===== src/hw/rtl/pfa_ram.sv =====
// Generic simple dual-port RAM with one write port and a registered read port.
module pfa_ram #(
  parameter int unsigned Width = 8,
  parameter int unsigned Depth = 16,
  localparam int unsigned AddrW = $clog2(Depth)
) (
  input  logic             clk_i,
  input  logic             we_i,
  input  logic [AddrW-1:0] waddr_i,
  input  logic [Width-1:0] wdata_i,
  input  logic [AddrW-1:0] raddr_i,
  output logic [Width-1:0] rdata_o
);

  logic [Width-1:0] mem_q [Depth];

  always_ff @(posedge clk_i) begin
    if (we_i) begin
      mem_q[waddr_i] <= wdata_i;
    end
    rdata_o <= mem_q[raddr_i];
  end

endmodule

===== config.mk =====
export PLATFORM = sky130hd
export DESIGN_NAME = pfa_ram
export DESIGN_NICKNAME = d
export VERILOG_FILES = /design/src/hw/rtl/pfa_ram.sv
export SDC_FILE = /design/constraint.sdc
export NUM_CORES = 1
export LEC_CHECK = 0
export BUFFER_PORTS_ARGS = -buffer_cell sky130_fd_sc_hd__buf_2
export CAP_MARGIN = 40
export CORE_ASPECT_RATIO = 1.25
export CORE_MARGIN = 1.5
export CORE_UTILIZATION = 57
export CTS_BUF_LIST = sky130_fd_sc_hd__clkbuf_4 sky130_fd_sc_hd__clkbuf_8
export DETAILED_ROUTE_END_ITERATION = 6
export GPL_ROUTABILITY_DRIVEN = 0
export GPL_TIMING_DRIVEN = 0
export PLACE_DENSITY = 0.81
export SLEW_MARGIN = 30
export SYNTH_ARGS = -nofsm -noshare
export SYNTH_HDL_FRONTEND = slang
export SYNTH_SLANG_ARGS = --single-unit

===== constraint.sdc =====
create_clock -name clk_i -period 1.8 [get_ports clk_i]
set_clock_uncertainty 0.2 [all_clocks]
set_input_delay 0.27 -clock clk_i [delete_from_list [all_inputs] [get_ports clk_i]]
set_output_delay 0.27 -clock clk_i [all_outputs]
set_load 0.01 [all_outputs]

==> results.ini <==
[status]
outcome=complete, no violations

[sta]
worstMarginPinSlew_ns=0.783
relSlewSlack_pct=47.6
rsz0062_at_grt=no
post-route-period-util_pct=93.1
timing.final.crit_period_ns=1.68
hold_viol=0
setup_viol=0
report.final.slew_viol_count=0
fmax_mhz=597

[final_layout]
layout.nets=293
stdcell_count=408
areaGrowthSynthToFinish_pct=15.0
drive_gt1_share_pct=31.6
diodes=0
final_area_mm2=0.00592

[setup_path]
path_cells=buf_2 > or3b_2 > nor2_1
cp.arrival_ns=1.53
slowest_delay_ns=0.62
end_kind=flop
worst-endpoint-required_ns=1.66
rrSetupSlack_ns=0.16
critical-path-slowest-cell=nor2_1
worstSetupStartpointType=input port
setup.worst_path.class=in -> reg
crit_fanout=8
rr_worst_depth=3

[synthesis]
yosysTopAreaCellShare_pct=74.7
synth.top_cells.by_count=edfxtp_1 (128), mux4_2 (18), a22oi_1 (16), mux4_1 (14), nor2_1 (13)
synth_ff_type=edfxtp_1
synthTopCellsByArea=edfxtp_1 (75%), mux4_2 (7.9%), mux4_1 (7.1%), dfxtp_1 (3.1%), a22oi_1 (2.3%)
seq_area_frac_synth_pct=77.8
synth-edff-count=128
async_flop_share_pct=0
netlist_area_mm2=0.00515
synth_cells=229
ys_warn_count=0
yosysUniqueCellTypes=19
syn-num-nets=247
synth_top_cell_by_area=edfxtp_1
synth_seq_cells=136
synth_area_per_cell_um2=22.5
yosys.cell_count.top_type=edfxtp_1

[die]
design.core.area_mm2=0.00875
die_h_um=109
start_util_pct=58.8
dieArea_mm2=0.00961
io_pins=26
die_width_um=88.0
rows=38

[power]
ir_worst_vdd_mv=1.03
clkPwrFrac_pct=41.2
p_per_area_mw_per_mm2=1120
leakage_uw=0.00198
internal_power_uw=5280
combPwrFrac_pct=5.2
p_sw_share_pct=20.4
sequentialPowerShare_pct=53.6
power.switching_uw=1350

[place]
numPortBuffers=24
placed_cells=373
place_hpwl_um=6020
placed_area_mm2=0.00544

[grt]
grt_max_degree=17
overflow=0
grt_use_total_pct=21.9
antenna_found_initial=0
grt_pass1_wl_um=13700
first_global_vias=2413

[clock_network]
cts.clk_slew.worst_paths_ns=0.08
post_cts_buffers=0
clkLatencyLatePin_ns=0.43
clock-sinks=136
clock_path_buffers=2
cts_tree=done
cts_htree_levels=4
cts_buffers=17
root_buffer=clkbuf_8

[routing]
antenna_left=0
drtPass1Iterations=4
vias=2473
detail_route.wl_per_cell_um=22.9
via_per_inst=6.06
met2_length_um=4800
routed-wl-met3_um=633
highest_layer=met4
drc=0
drt_first_iter_violations=250
wl_um=9350
drt-met1-wl_um=3610

[worst_hold_path]
whs_path_depth=1
hold_class=in -> reg

[job]
max_cap_violations=0

## critical path, delay by kind of cell
family / cells / cell delay, ns
and+or+nand+nor: 2 / 1.14
buffers and inverters: 1 / 0.11
## through the flow
step | TNS (ns) | hold WS, ns | worst slack (ns) | power (µW) | util, %
final | 0 | 0.0371 | 0.124 | 6630 | 67.6
after CTS | 0 | 0.00439 | 0.108 | 6680 | 67.5
after detailed placement | -15.29 | 0.461 | -0.352 | 3970 | 62.2
after global routing | 0 | 0.0182 | 0.0776 | 6820 | 67.6
after floorplan | 0 | 0.169 | 0.0639 | 3810 | -
after global placement | -20.45 | 0.459 | -0.436 | 3950 | 62.0
## power by group through the flow
stage | Combinational [µW] | Sequential (µW) | Clock [µW]
after floorplan | 180 | 3630 | 0
after global placement | 330 | 3620 | 0
after detailed placement | 343 | 3620 | 0
after CTS | 347 | 3550 | 2780
after global routing | 370 | 3560 | 2890
final | 346 | 3550 | 2730
## cell type report
cell class,instances,area (µm²)
Buffer,10,86.3
Tap cell,120,150
Timing Repair Buffer,27,145
Fill cell,570,2830
Multi-Input combinational cell,83,1080
Clock buffer,19,262
Sequential cell,136,4000
Clock inverter,13,194
## path summary, 6_finish.rpt
check | start | to
max | waddr_i[2] | mem_q[2][1]
min | wdata_i[6] | mem_q[10][6]
max reg2reg | mem_q[0][7] | rdata_o[7]
min reg2reg | mem_q[13][2] | rdata_o[2]
## routing by layer
layer | GRT usage (%) | up-vias
met5 | 0 | -
li1 | - | 1063
met4 | 12.8 | 0
met3 | 6.66 | 25
met1 | 26.9 | 1273
met2 | 34.4 | 112
## state kept, by name, summed over array words and instances, names as in the netlist
name     flops
mem_q      128
rdata_o      8
## placed cells by master, fill, tap and decap left out
| master | instances |
|---|---|
| buf_2 | 27 |
| nor2b_1 | 1 |
| and2_1 | 1 |
| clkinv_2 | 1 |
| mux4_2 | 18 |
| nand2b_1 | 2 |
| clkinvlp_4 | 1 |
| buf_6 | 3 |
| nand3b_1 | 2 |
| clkbuf_8 | 19 |
| dfxtp_1 | 8 |
| dlygate4sd3_1 | 1 |
| nand2_1 | 9 |
| mux4_1 | 14 |
| nor2_1 | 13 |
| buf_4 | 2 |
| edfxtp_1 | 128 |
| or3b_2 | 1 |
| inv_6 | 2 |
| clkdlybuf4s25_2 | 3 |
| nand3_1 | 1 |
| a22oi_1 | 16 |
| clkinv_4 | 5 |
| and2b_1 | 1 |
| nor3_2 | 4 |
| clkbuf_4 | 1 |
| bufinv_16 | 4 |
## what timing repair did
action,4_1_cts,5_1_grt
hold endpoints to repair,6,0
resized for setup,0,0
hold buffers,1,0
## cells by family (layout without fill, tap and decap cells)
logic type	count (synthesis)	count (layout)	synth area share, %
flops	136	136	77.8
simple gates	35	35	3.18
buf+inv	10	69	1.68
mux	32	32	15.0
compound gates	16	16	2.33
Power figures use the tool's default switching activity.
